`config.mk`:
```
export PLATFORM = sky130hd
export DESIGN_NAME = nibble_split_varint_decoder
export DESIGN_NICKNAME = d
export VERILOG_FILES = /design/src/sv/nsvd_pkg.sv /design/src/sv/nsvd_step.sv /design/src/sv/nibble_split_varint_decoder.sv
export SDC_FILE = /design/constraint.sdc
export NUM_CORES = 1
export LEC_CHECK = 0
export BUFFER_PORTS_ARGS = -buffer_cell sky130_fd_sc_hd__buf_2
export CAP_MARGIN = 20
export CORE_UTILIZATION = 25
export CTS_CLUSTER_DIAMETER = 40
export DETAILED_ROUTE_END_ITERATION = 10
export GPL_ROUTABILITY_DRIVEN = 0
export REMOVE_ABC_BUFFERS = 1
export SYNTH_ARGS = -nofsm -noshare
export SYNTH_HDL_FRONTEND = slang
export SYNTH_HIERARCHICAL = 1
export SYNTH_SLANG_ARGS = --single-unit
```
`constraint.sdc`:
```
create_clock -name aclk -period 2.7 [get_ports aclk]
set_clock_uncertainty 0.2 [all_clocks]
set_input_delay 0.54 -clock aclk [delete_from_list [all_inputs] [get_ports aclk]]
set_output_delay 0.54 -clock aclk [all_outputs]
set_load 0.05 [all_outputs]
```
`src/sv/nsvd_pkg.sv`:
```
// nsvd_pkg: types and constants shared by the nibble-split varint decoder
// no dependencies

package nsvd_pkg;

    localparam int unsigned BYTE_W  = 8;
    localparam int unsigned VALUE_W = 64;
    localparam int unsigned NIB_W   = 4;
    localparam int unsigned CNT_W   = 4;

    localparam logic [BYTE_W-1:0] HDR_LONG_BIT = 8'h80;
    localparam logic [BYTE_W-1:0] SHORT_MASK   = 8'h7f;
    localparam logic [2:0]        COUNT_MASK   = 3'h7;
    localparam logic [BYTE_W-1:0] LOW_NIBBLE   = 8'h0f;
    localparam logic [BYTE_W-1:0] HIGH_NIBBLE  = 8'hf0;

    typedef struct packed {
        logic               valid;
        logic [VALUE_W-1:0] value;
    } nsvd_result_t;

    typedef struct packed {
        logic             in_progress;
        logic [CNT_W-1:0] bytes_left;
    } nsvd_status_t;

endpackage

```
`src/sv/nsvd_step.sv`:
```
// nsvd_step: decode state registers and the per-byte update
// depends on nsvd_pkg

module nsvd_step (
    input  logic                         aclk,
    input  logic                         aresetn,
    input  logic                         take,
    input  logic [nsvd_pkg::BYTE_W-1:0]  byte_in,
    output nsvd_pkg::nsvd_result_t       result,
    output nsvd_pkg::nsvd_status_t       status
);

    logic                          in_progress_reg, in_progress_next;
    logic [nsvd_pkg::CNT_W-1:0]    bytes_left_reg, bytes_left_next;
    logic [nsvd_pkg::NIB_W-1:0]    held_nib_reg, held_nib_next;
    logic [nsvd_pkg::VALUE_W-1:0]  acc_reg, acc_next;
    logic [nsvd_pkg::BYTE_W-1:0]   payload;
    logic [nsvd_pkg::BYTE_W-1:0]   short_val;
    logic [nsvd_pkg::BYTE_W-1:0]   high_part;
    logic [2:0]                    count_m1;

    assign high_part = byte_in & nsvd_pkg::HIGH_NIBBLE;
    assign payload   = {high_part[7:4], held_nib_reg};
    assign short_val = byte_in & nsvd_pkg::SHORT_MASK;
    assign count_m1  = byte_in[6:4] & nsvd_pkg::COUNT_MASK;

    always_comb begin
        in_progress_next = in_progress_reg;
        bytes_left_next  = bytes_left_reg;
        held_nib_next    = held_nib_reg;
        acc_next         = acc_reg;
        result.valid     = 1'b0;
        result.value     = acc_reg;
        if (take) begin
            if (!in_progress_reg) begin
                if ((byte_in & nsvd_pkg::HDR_LONG_BIT) == '0) begin
                    result.valid = 1'b1;
                    result.value = {{(nsvd_pkg::VALUE_W-nsvd_pkg::BYTE_W){1'b0}}, short_val};
                end else begin
                    acc_next         = '0;
                    bytes_left_next  = {1'b0, count_m1} + 4'd1;
                    held_nib_next    = byte_in[3:0];
                    in_progress_next = 1'b1;
                end
            end else begin
                acc_next        = {acc_reg[nsvd_pkg::VALUE_W-nsvd_pkg::BYTE_W-1:0], payload};
                held_nib_next   = byte_in[3:0];
                bytes_left_next = bytes_left_reg - 4'd1;
                if (bytes_left_next == '0) begin
                    in_progress_next = 1'b0;
                    result.valid     = 1'b1;
                    result.value     = acc_next;
                end
            end
        end
    end

    always_ff @(posedge aclk) begin
        if (!aresetn) begin
            in_progress_reg <= 1'b0;
            bytes_left_reg  <= '0;
            held_nib_reg    <= '0;
            acc_reg         <= '0;
        end else begin
            in_progress_reg <= in_progress_next;
            bytes_left_reg  <= bytes_left_next;
            held_nib_reg    <= held_nib_next;
            acc_reg         <= acc_next;
        end
    end

    assign status.in_progress = in_progress_reg;
    assign status.bytes_left  = bytes_left_reg;

endmodule

```
`src/sv/nibble_split_varint_decoder.sv`:
```
// nibble_split_varint_decoder: top level, stream ports and result register
// depends on nsvd_pkg and nsvd_step
//
// usage
// the slave channel takes the encoded stream one byte per request. a byte
// with bit 7 clear, seen while a header is expected, is a complete value of
// its low 7 bits. otherwise bits 6..4 give the payload length minus one
// (1 to 8 bytes); each payload byte joins the held low nibble of one stream
// byte with the high nibble of the next, first byte most significant.
// the master channel carries one 64-bit value per completed encoding; bytes
// that complete nothing give no request there.
// the value appears on m_tvalid in the cycle after the byte that completes
// it is accepted. throughput: one byte per cycle unless the receiver stalls,
// set by the single decode step between decoder state and result register.
// a stalled receiver holds the result register; s_tready then stays low
// until that result is taken, so no byte is lost.
// reset clears the decoder to expect a header and empties the result register.

module nibble_split_varint_decoder (
    input  logic        aclk,
    input  logic        aresetn,
    input  logic        s_tvalid,
    output logic        s_tready,
    input  logic [7:0]  s_tdata,   // [7:0] byte_in
    output logic        m_tvalid,
    input  logic        m_tready,
    output logic [63:0] m_tdata    // [63:0] value
);

    logic                          take;
    logic                          m_tvalid_reg, m_tvalid_next;
    logic [nsvd_pkg::VALUE_W-1:0]  m_tdata_reg, m_tdata_next;
    nsvd_pkg::nsvd_result_t        result;
    nsvd_pkg::nsvd_status_t        status;

    assign s_tready = !m_tvalid_reg || m_tready;
    assign take     = s_tvalid && s_tready;

    nsvd_step u_step (
        .aclk    (aclk),
        .aresetn (aresetn),
        .take    (take),
        .byte_in (s_tdata),
        .result  (result),
        .status  (status)
    );

    always_comb begin
        m_tvalid_next = m_tvalid_reg;
        m_tdata_next  = m_tdata_reg;
        if (s_tready) begin
            m_tvalid_next = result.valid;
            m_tdata_next  = result.value;
        end
    end

    always_ff @(posedge aclk) begin
        if (!aresetn) begin
            m_tvalid_reg <= 1'b0;
        end else begin
            m_tvalid_reg <= m_tvalid_next;
        end
    end

    always_ff @(posedge aclk) begin
        m_tdata_reg <= m_tdata_next;
    end

    assign m_tvalid = m_tvalid_reg;
    assign m_tdata  = m_tdata_reg;

    // busy exactly while payload bytes remain
    assert property (@(posedge aclk) disable iff (!aresetn)
        status.in_progress == (status.bytes_left != '0))
        else $error("in_progress disagrees with bytes_left");

    // short header yields its low 7 bits on the next cycle
    assert property (@(posedge aclk) disable iff (!aresetn)
        take && !status.in_progress && !s_tdata[7]
        |=> m_tvalid && m_tdata == {57'b0, $past(s_tdata[6:0])})
        else $error("short header not delivered");

    // long header produces no request
    assert property (@(posedge aclk) disable iff (!aresetn)
        take && !status.in_progress && s_tdata[7]
        |=> !m_tvalid && status.in_progress)
        else $error("long header handled wrongly");

endmodule

```
==> metrics.txt, run 1 <==
Die Width=153 um; hold buffer count at CTS=0; worst-margin pin slew=0.601 ns; # placed instances=884; clock sink total=138; final instance area=6990 um2; Worst VDD drop=389 uV; Residual DRC=0; fillcell total=2301; crit path DAT=1.72 ns; setup repair bufs after CTS=0; ANT cells=0; post-route antenna net violation count=0; CTS tree=done; layout net count=633; CP Max Fanout=40; WL final=12700 um; DR WL/cell=13.8 um; Initial Util=0.254; Crit. End Element=output port; Lkg Pwr=2.65 nW; initial antenna violation count=0; Finish-stage setup viols=0; synth warn=6; Via Count=4081; Worst-path clk slew=0.06 ns; largest net degree at the start of global routing=46; nature of the critical path startpoint=flip-flop; syn avg cell area=10.4 um2; Worst Path Required=1.96 ns; status=finished clean; dpl hpwl=7830 um; number of global-route vias before repair=3843; Max Clk Rate=407 MHz; IO Pins=78; Cells after Synth=551; Final Cycle Share=0.911; Layout Utilization=0.310; Die Span Y=153 um; Die Area=23500 um2; 1st-pass router iterations=5; max-cap violation count=0; Hold/Removal Path Class=primary input to flip-flop; core area=22600 um2; placed cell area=6450 um2; Pwr Density=685 nW/um2; Num CTS Buffers=17; 1st-iter DRT viols=291; Skew-Pair Late Insertion Delay=0.42 ns; path type of the worst setup path=flip-flop to output port; normalized max-slew margin=0.598; min cycle time layout=2.46 ns; post-route non-filler standard cell count=916; port bufs=77; H-tree depth=4; Hold Vio Cnt, Final=0; num rows=55; PostCTS Resize Cnt=0; RSZ-0062 raised after global routing=no; total congestion overflow=0; Synth Cell Area=5730 um2; CTS root buf=clkbuf_16; Bufs on Longest Clock Path=2; global-route wire length before repair=20400 um; ratio of cells with drive above 1 in the final layout=0.214; Total GRT Usage=0.111; Final Max Slew Viols=0; synthesis-to-finish area growth=21.9%; vias per cell=4.46
-- path summary, 6_finish.rpt --
kind,start,slack [ns],cells after the start,endpoint
max,m_tvalid,0.24,3,s_tready
min,s_tdata[3],0.20,3,u_step/held_nib_reg[3]
max reg2reg,u_step/bytes_left_reg[0],0.28,7,m_tdata[6]
min reg2reg,u_step/acc_reg[63],0.32,2,u_step/acc_reg[63]
-- layout make-up --
class	instances	area (um2)	area share
Multi-Input combinational cell	366	2110	0.302
Clock inverter	15	116	0.0166
Inverter	5	18.8	0.00268
Tap cell	285	357	0.0510
Sequential cell	138	3400	0.487
Clock buffer	17	425	0.0608
Timing Repair Buffer	90	558	0.0798
-- metrics by stage --
step	total power [mW]	setup TNS, ns	setup slack [ns]	hold WS [ns]
floorplan	2.57	-211.66	-1.87	0.283
global placement	2.71	0	0.186	0.301
detailed placement	2.72	0	0.158	0.306
CTS	4.85	0	0.190	0.177
global route	4.97	0	0.0940	0.230
finish	4.79	0	0.241	0.204
-- cells in the final DEF (no fill, tap or decap), drive strengths merged, types with 3 or more instances in the layout --
| master | count |
|---|---|
| a21oi | 3 |
| nand2b | 3 |
| mux2i | 5 |
| nand3 | 3 |
| a22o | 4 |
| nor2 | 6 |
| edfxtp | 64 |
| clkinv | 8 |
| mux2 | 3 |
| ha | 3 |
| a22oi | 63 |
| nor3 | 3 |
| dfxtp | 74 |
| nor2b | 72 |
| o21ai | 59 |
| a21o | 6 |
| clkbuf | 17 |
| buf | 90 |
| inv | 10 |
| and2 | 3 |
| nand2 | 117 |
-- where the power goes --
group          internal [mW]  switching (mW)  leakage (nW)
clock network           1.19           0.935         0.266
logic                  0.107           0.300          1.02
registers               2.23          0.0280          1.37
total                   3.53            1.26          2.65
-- per-layer routing --
layer,vias up,wire (um),GRT usage
li1,2073,-,-
met1,1916,6350,0.148
met2,84,5640,0.170
met3,8,528,0.0337
met4,0,142,0.0414
met5,-,0,0
-- worst max-delay path, stage by stage, from the launching register on --
cell and delay [ns]:
dfxtp_1 0.34, nand2b_4 0.08, buf_4 0.49, buf_2 0.37
No activity file was read; power rests on OpenSTA's default activity.
==> run 2: changes to the inputs <==
--- a/config.mk
+++ b/config.mk
@@ -16,3 +16,2 @@
 export SYNTH_HDL_FRONTEND = slang
-export SYNTH_HIERARCHICAL = 1
 export SYNTH_SLANG_ARGS = --single-unit
==> constraint.sdc (replaced) <==
create_clock -name aclk -period 2.55 [get_ports aclk]
set_clock_uncertainty 0.2 [all_clocks]
set_input_delay 0.51 -clock aclk [delete_from_list [all_inputs] [get_ports aclk]]
set_output_delay 0.51 -clock aclk [all_outputs]
set_load 0.01 [all_outputs]
==> run 2 against run 1 <==
The flow now finishes with violations (design-rule violations). Final cell count shrank 7.9%. Sequential share of layout area grew 0.11 points. Critical path depth rose by 4. Die area down 0.88%.
==> metrics.txt, run 2 <==
min cycle time layout=2.38 ns; Int Pwr=3.77 mW (was 3.53 mW); Synth Area in Compound Gates=0.174; post-synth top area cell=edfxtp_1; Num CTS Buffers=17 (unchanged); num rows=54 (was 55); hold buffer count at CTS=0 (unchanged); fraction of the mapped netlist area in adder cells=0.00661; syn avg cell area=11.8 um2 (was 10.4 um2); reg-to-reg critical path startpoint=u_step.bytes_left_reg[1] (was u_step/bytes_left_reg[0]); DR WL/cell=14.8 um (was 13.8 um); IO Pins=78 (unchanged); CTS root buf=clkbuf_16 (unchanged); EDFF count, synth=64; Worst Path Required=2.51 ns (was 1.96 ns); leading cell type in the layout, fill and taps excluded=buf_2 (was nand2_1); synthesized flop and latch total=138; Worst-path clk slew=0.06 ns (about the same); mux contribution to synthesized area=0.0429; path type of the worst setup path=flip-flop to flip-flop (was flip-flop to output port); Synth Cell Area=5680 um2 (was 5730 um2); Reg power frac=0.479 (was 0.472); CP Max Fanout=43 (was 40); largest family of logic cells by synthesized area=compound AO/OA/AOI/OAI gates; Comb power frac=0.062 (was 0.085); Crit. End Element=flip-flop (was output port); Die Span Y=153 um (about the same); met2 Use GR=0.159 (was 0.170); total congestion overflow=0 (unchanged); Psw=1.25 mW (was 1.26 mW); largest net degree at the start of global routing=64 (was 46); CTS tree=done (unchanged); H-tree depth=4 (unchanged); worst r2r path cells=7 (unchanged); ratio of cells with drive above 1 in the final layout=0.239 (was 0.214); WL final=12500 um (was 12700 um); number of global-route vias before repair=3706 (was 3843); unique cell type count in the Yosys netlist=40; crit path DAT=2.34 ns (was 1.72 ns); CP startpoint=u_step.bytes_left_reg[1] (was m_tvalid); synth warn=0 (was 6); Total GRT Usage=0.110 (was 0.111); dpl hpwl=7880 um (was 7830 um); post-synthesis xor/xnor area fraction=0.00154; Final Hold Slack=0.160 ns (was 0.204 ns); worst setup path endpoint=m_tdata[3] (was s_tready); post-route antenna net violation count=0 (unchanged); FF-to-FF End=m_tdata[3] (was m_tdata[6]); layout net count=566 (was 633); failing checks=design-rule violations; status=finished with violations (was finished clean); # placed instances=812 (was 884); 1st-iter DRT viols=336 (was 291); worst-margin pin slew=0.693 ns (was 0.601 ns); ranking of synthesized cells by area=edfxtp_1 (34%), dfxtp_1 (26%), a22oi_1 (8.6%), nor2b_1 (7.4%), a22o_1 (5.4%); Cells after Synth=481 (was 551); Hold/Removal Path Class=primary input to flip-flop (unchanged); Residual DRC=5 (was 0); Async S/R FF share, synth=0; Lkg Pwr=2.62 nW (was 2.65 nW); Max Clk Rate=420 MHz; Initial Util=0.258 (was 0.254); Via Count=3825 (was 4081); RSZ-0062 raised after global routing=no (unchanged); Finish-stage setup viols=0 (unchanged); Die Area=23300 um2 (was 23500 um2); GRT met1 Usage=0.146 (was 0.148); core area=22000 um2 (was 22600 um2); normalized max-slew margin=0.538 (was 0.598); synthesis-to-finish area growth=22.8% (was 21.9%); max-cap violation count=0 (unchanged); Bufs on Longest Clock Path=2 (unchanged); post-route non-filler standard cell count=844 (was 916); most frequent cells in the layout=buf_2 (77), dfxtp_1 (73), nor2b_1 (67), a22oi_1 (65), edfxtp_1 (64) (was nand2_1 (117), buf_2 (77), dfxtp_1 (74), nor2b_1 (72), edfxtp_1 (64)); global-route wire length before repair=20000 um (was 20400 um); Tot Pwr=5.02 mW (was 4.79 mW); ANT cells=0 (unchanged); Primary FF master, synth=dfxtp_1; Hold Vio Cnt, Final=0 (unchanged); initial antenna violation count=1 (was 0); Pwr Density=719 nW/um2 (was 685 nW/um2); 1st-pass router iterations=9 (was 5); Synth top area share=0.338; Clock Power Share=0.459 (was 0.443); reg2reg setup slack=0.17 ns (was 0.28 ns); Hold Crit Depth=3 (unchanged); top cells by count, synth=dfxtp_1 (74), nor2b_1 (67), a22oi_1 (65), edfxtp_1 (64), a22o_1 (35); most used routing layer=met2 (unchanged); Final Cycle Share=0.934; port bufs=77 (unchanged); switching share of power=0.249 (was 0.264); Layout Utilization=0.317 (was 0.310); Die Width=153 um (about the same); M3 GR Usage=0.0435 (was 0.0337); top-count cell post-synth=dfxtp_1; Synth Area in Simple Gates=0.121; Worst VDD drop=486 uV (was 389 uV); clock sink total=138 (unchanged); Skew-Pair Late Insertion Delay=0.42 ns (about the same); register area share after synthesis=0.599; Final Max Slew Viols=0 (unchanged); nature of the critical path startpoint=flip-flop (unchanged); fillcell total=2233 (was 2301); vias per cell=4.53 (was 4.46)
run 2: critical path, stage by stage, from the launching register on:
cell     delay (ns)
dfxtp_1        0.39
inv_1          0.08
ha_1           0.23
nor3b_1        0.25
nand3_2        0.17
a31o_2         0.29
buf_12         0.19
a221o_1        0.31
run 2: worst min path at each step:
stage | startpoint | slack, ns | to
floorplan | u_step.held_nib_reg[0] | 0.26 | u_step.held_nib_reg[0]
CTS | s_tdata[0] | 0.15 | u_step.held_nib_reg[0]
global placement | u_step.held_nib_reg[2] | 0.27 | u_step.held_nib_reg[2]
detailed placement | u_step.held_nib_reg[0] | 0.28 | u_step.held_nib_reg[0]
global route | s_tdata[0] | 0.16 | u_step.held_nib_reg[0]
finish | s_tdata[0] | 0.16 | u_step.held_nib_reg[0]
run 2: area by class of cell:
| class | instances | area (um2) | area share |
|---|---|---|---|
| multi-input combinational | 275 | 1990 | 0.285 |
| tap | 280 | 350 | 0.0502 |
| timing repair buffer | 91 | 578 | 0.0828 |
| clock inverter | 15 | 128 | 0.0183 |
| inverter | 28 | 105 | 0.0151 |
| clock buffer | 17 | 425 | 0.0610 |
| sequential | 138 | 3400 | 0.488 |
run 2: power by group through the flow:
stage	sequential, mW	clock, mW	combinational (mW)
6_report	2.40	2.30	0.312
5_1_grt	2.41	2.47	0.340
4_1_cts	2.40	2.36	0.316
3_5_place_dp	2.45	0	0.316
3_3_place_gp	2.45	0	0.315
2_1_floorplan	2.47	0	0.132
run 2: what timing repair did:
action	4_1_cts	5_1_grt
gates resized for setup	0	1
buffers inserted	0	0
endpoints found under the hold margin	0	0
endpoints found under the setup margin	0	4
run 2: per-stage QoR:
step / TNS (ns) / area, um2 / setup WS [ns]
3_3_place_gp: 0 / 6420 / 0.211
3_5_place_dp: 0 / 6420 / 0.157
6_report: 0 / 6980 / 0.168
5_1_grt: 0 / 6980 / 0.0408
2_1_floorplan: -196.66 / 5470 / -2.36
4_1_cts: 0 / 6980 / 0.142
run 2: logic make-up (layout without fill, tap and decap cells):
group	Yosys count	in the layout
fa+ha+maj	3	3
mux	24	24
simple gates	123	123
flops	138	138
compound gates	124	124
xor+xnor	1	1
buf+inv	68	151
run 2: per-layer routing:
metal / routed length, um / vias to the layer above
li1: - / 1896
met1: 6070 / 1842
met2: 5480 / 73
met3: 800 / 12
met4: 119 / 2
met5: 10 / -
==> run 3: changes to the inputs <==
CORE_ASPECT_RATIO = 1.5   (was unset)
REMOVE_ABC_BUFFERS = unset   (was 1)
==> run 3 against run 2 <==
The flow still finishes with violations (design-rule violations). Hold slack gained 0.0023 ns. Routed wire length grew 4.8%. First-iteration DRC count up 1.2%. Utilization fell by 0.48 points. Design area decreased by 0.30%. Sequential share of layout area grew 0.13 points. Final cell count is the same. Die area barely moved.
==> metrics.txt, run 3 (synthesis gave the netlist of run 2 again) <==
min cycle time layout=2.37 ns (was 2.38 ns); Finish-stage setup viols=0 (unchanged); hold buffer count at CTS=0 (unchanged); dpl hpwl=8650 um (was 7880 um); Num CTS Buffers=17 (unchanged); WL final=13100 um (was 12500 um); layout net count=569 (was 566); CTS tree=done (unchanged); H-tree depth=4 (unchanged); PostCTS Resize Cnt=0 (unchanged); 1st-iter DRT viols=340 (was 336); CTS root buf=clkbuf_16 (unchanged); most frequent cells in the layout=buf_2 (77), dfxtp_1 (74), nor2b_1 (67), a22oi_1 (65), edfxtp_1 (64) (was buf_2 (77), dfxtp_1 (73), nor2b_1 (67), a22oi_1 (65), edfxtp_1 (64)); Lkg Pwr=2.62 nW (about the same); Die Width=125 um (was 153 um); largest net degree at the start of global routing=64 (unchanged); crit path DAT=2.45 ns (was 2.34 ns); Skew-Pair Late Insertion Delay=0.42 ns (about the same); post-route antenna net violation count=0 (unchanged); Worst VDD drop=453 uV (was 486 uV); Initial Util=0.255 (was 0.258); Multi-input gate area=1980 um2 (was 1990 um2); clock sink total=138 (unchanged); max-cap violation count=0 (unchanged); Max Clk Rate=422 MHz (was 420 MHz); status=finished with violations (unchanged); M3 GR Usage=0.0269 (was 0.0435); normalized max-slew margin=0.537 (was 0.538); failing checks=design-rule violations (unchanged); RSZ-0062 raised after global routing=no (unchanged); Worst-path clk slew=0.06 ns (about the same); Hold/Removal Path Class=primary input to flip-flop (unchanged); Via Count=3898 (was 3825); nature of the critical path startpoint=flip-flop (unchanged); port bufs=77 (unchanged); Tot Pwr=4.98 mW (was 5.02 mW); most used routing layer=met2 (unchanged); Hold Vio Cnt, Final=0 (unchanged); Crit. End Element=flip-flop (unchanged); final worst slack=0.178 ns (was 0.168 ns); Setup TNS=0 ns (unchanged); Hold Crit Depth=3 (unchanged); worst r2r path cells=8 (was 7); Pwr Density=716 nW/um2 (was 719 nW/um2); Final Cycle Share=0.930 (was 0.934); total congestion overflow=0 (unchanged); DR WL/cell=15.5 um (was 14.8 um); syn_nets=496; num rows=67 (was 54); pre-CTS setup slack=0.187 ns (was 0.157 ns); met2 Use GR=0.189 (was 0.159); fillcell total=2254 (was 2233); Final Hold Slack=0.162 ns (was 0.160 ns); ratio of cells with drive above 1 in the final layout=0.240 (was 0.239); global-route wire length before repair=20900 um (was 20000 um); IO Pins=78 (unchanged); number of global-route vias before repair=3892 (was 3706); Total GRT Usage=0.115 (was 0.110); CP Max Fanout=16 (was 43); Bufs on Longest Clock Path=2 (unchanged); Final Max Slew Viols=0 (unchanged); core area=22300 um2 (was 22000 um2); path type of the worst setup path=flip-flop to flip-flop (unchanged); leading cell type in the layout, fill and taps excluded=buf_2 (unchanged); setup repair bufs after CTS=0 (unchanged); initial antenna violation count=0 (was 1); register area=3400 um2 (about the same); 1st-pass router iterations=8 (was 9); Residual DRC=16 (was 5); vias per cell=4.62 (was 4.53); synthesis-to-finish area growth=22.4% (was 22.8%); Die Area=23400 um2 (was 23300 um2); Die Span Y=187 um (was 153 um); GRT met1 Usage=0.133 (was 0.146); worst-margin pin slew=0.694 ns (was 0.693 ns); Worst Path Required=2.63 ns (was 2.51 ns)
-- run 3: changes by cell type in the layout (fill, tap and decap cells not counted), sizes merged --
cell    previous run  this run
buf               91        94
inv               38        35
clkinv             3         6
diode              0         1
-- run 3: cell type report --
cell class,count,area share
inverters,28,0.0151
clock buffers,17,0.0612
clock inverters,15,0.0191
diodes,1,0.000360
well taps,276,0.0496
repair buffers,94,0.0809
multi-input cells,275,0.285
flip-flops and latches,138,0.489
-- run 3: where the power goes --
group          switching (mW)  leakage, nW  internal [mW]
sequential             0.0326         1.36           2.37
clock                    1.00        0.269           1.27
combinational           0.189        0.992          0.110
-- run 3: path summary, 6_finish.rpt --
path	endpoint	slack, ns	start
min	u_step.held_nib_reg[1]	0.16	s_tdata[1]
max	m_tdata[24]	0.18	u_step.bytes_left_reg[0]
max reg2reg	m_tdata[24]	0.18	u_step.bytes_left_reg[0]
min reg2reg	u_step.held_nib_reg[1]	0.28	u_step.held_nib_reg[1]
-- run 3: layer usage --
metal	vias up	wire (um)	part of all wire
met5	-	0	0
met4	0	537	0.041
met3	25	602	0.046
met2	96	6440	0.49
met1	1875	5500	0.42
li1	1902	-	-
-- run 3: through the flow --
| stage | area [um2] | utilization | std cells |
|---|---|---|---|
| 6_report | 6960 | 0.312 | 844 |
| 3_5_place_dp | 6400 | 0.287 | 811 |
| 2_1_floorplan | 5690 | - | 481 |
| 5_1_grt | 6950 | 0.312 | 843 |
| 4_1_cts | 6950 | 0.312 | 843 |
| 3_3_place_gp | 6400 | 0.287 | 811 |
-- run 3: critical path: stages (launching register included) --
cell	delay, ns
dfxtp_1	0.43
inv_1	0.07
ha_1	0.24
nor3b_1	0.26
nand3_2	0.17
a21boi_4	0.25
buf_4	0.28
buf_4	0.19
a22o_1	0.15
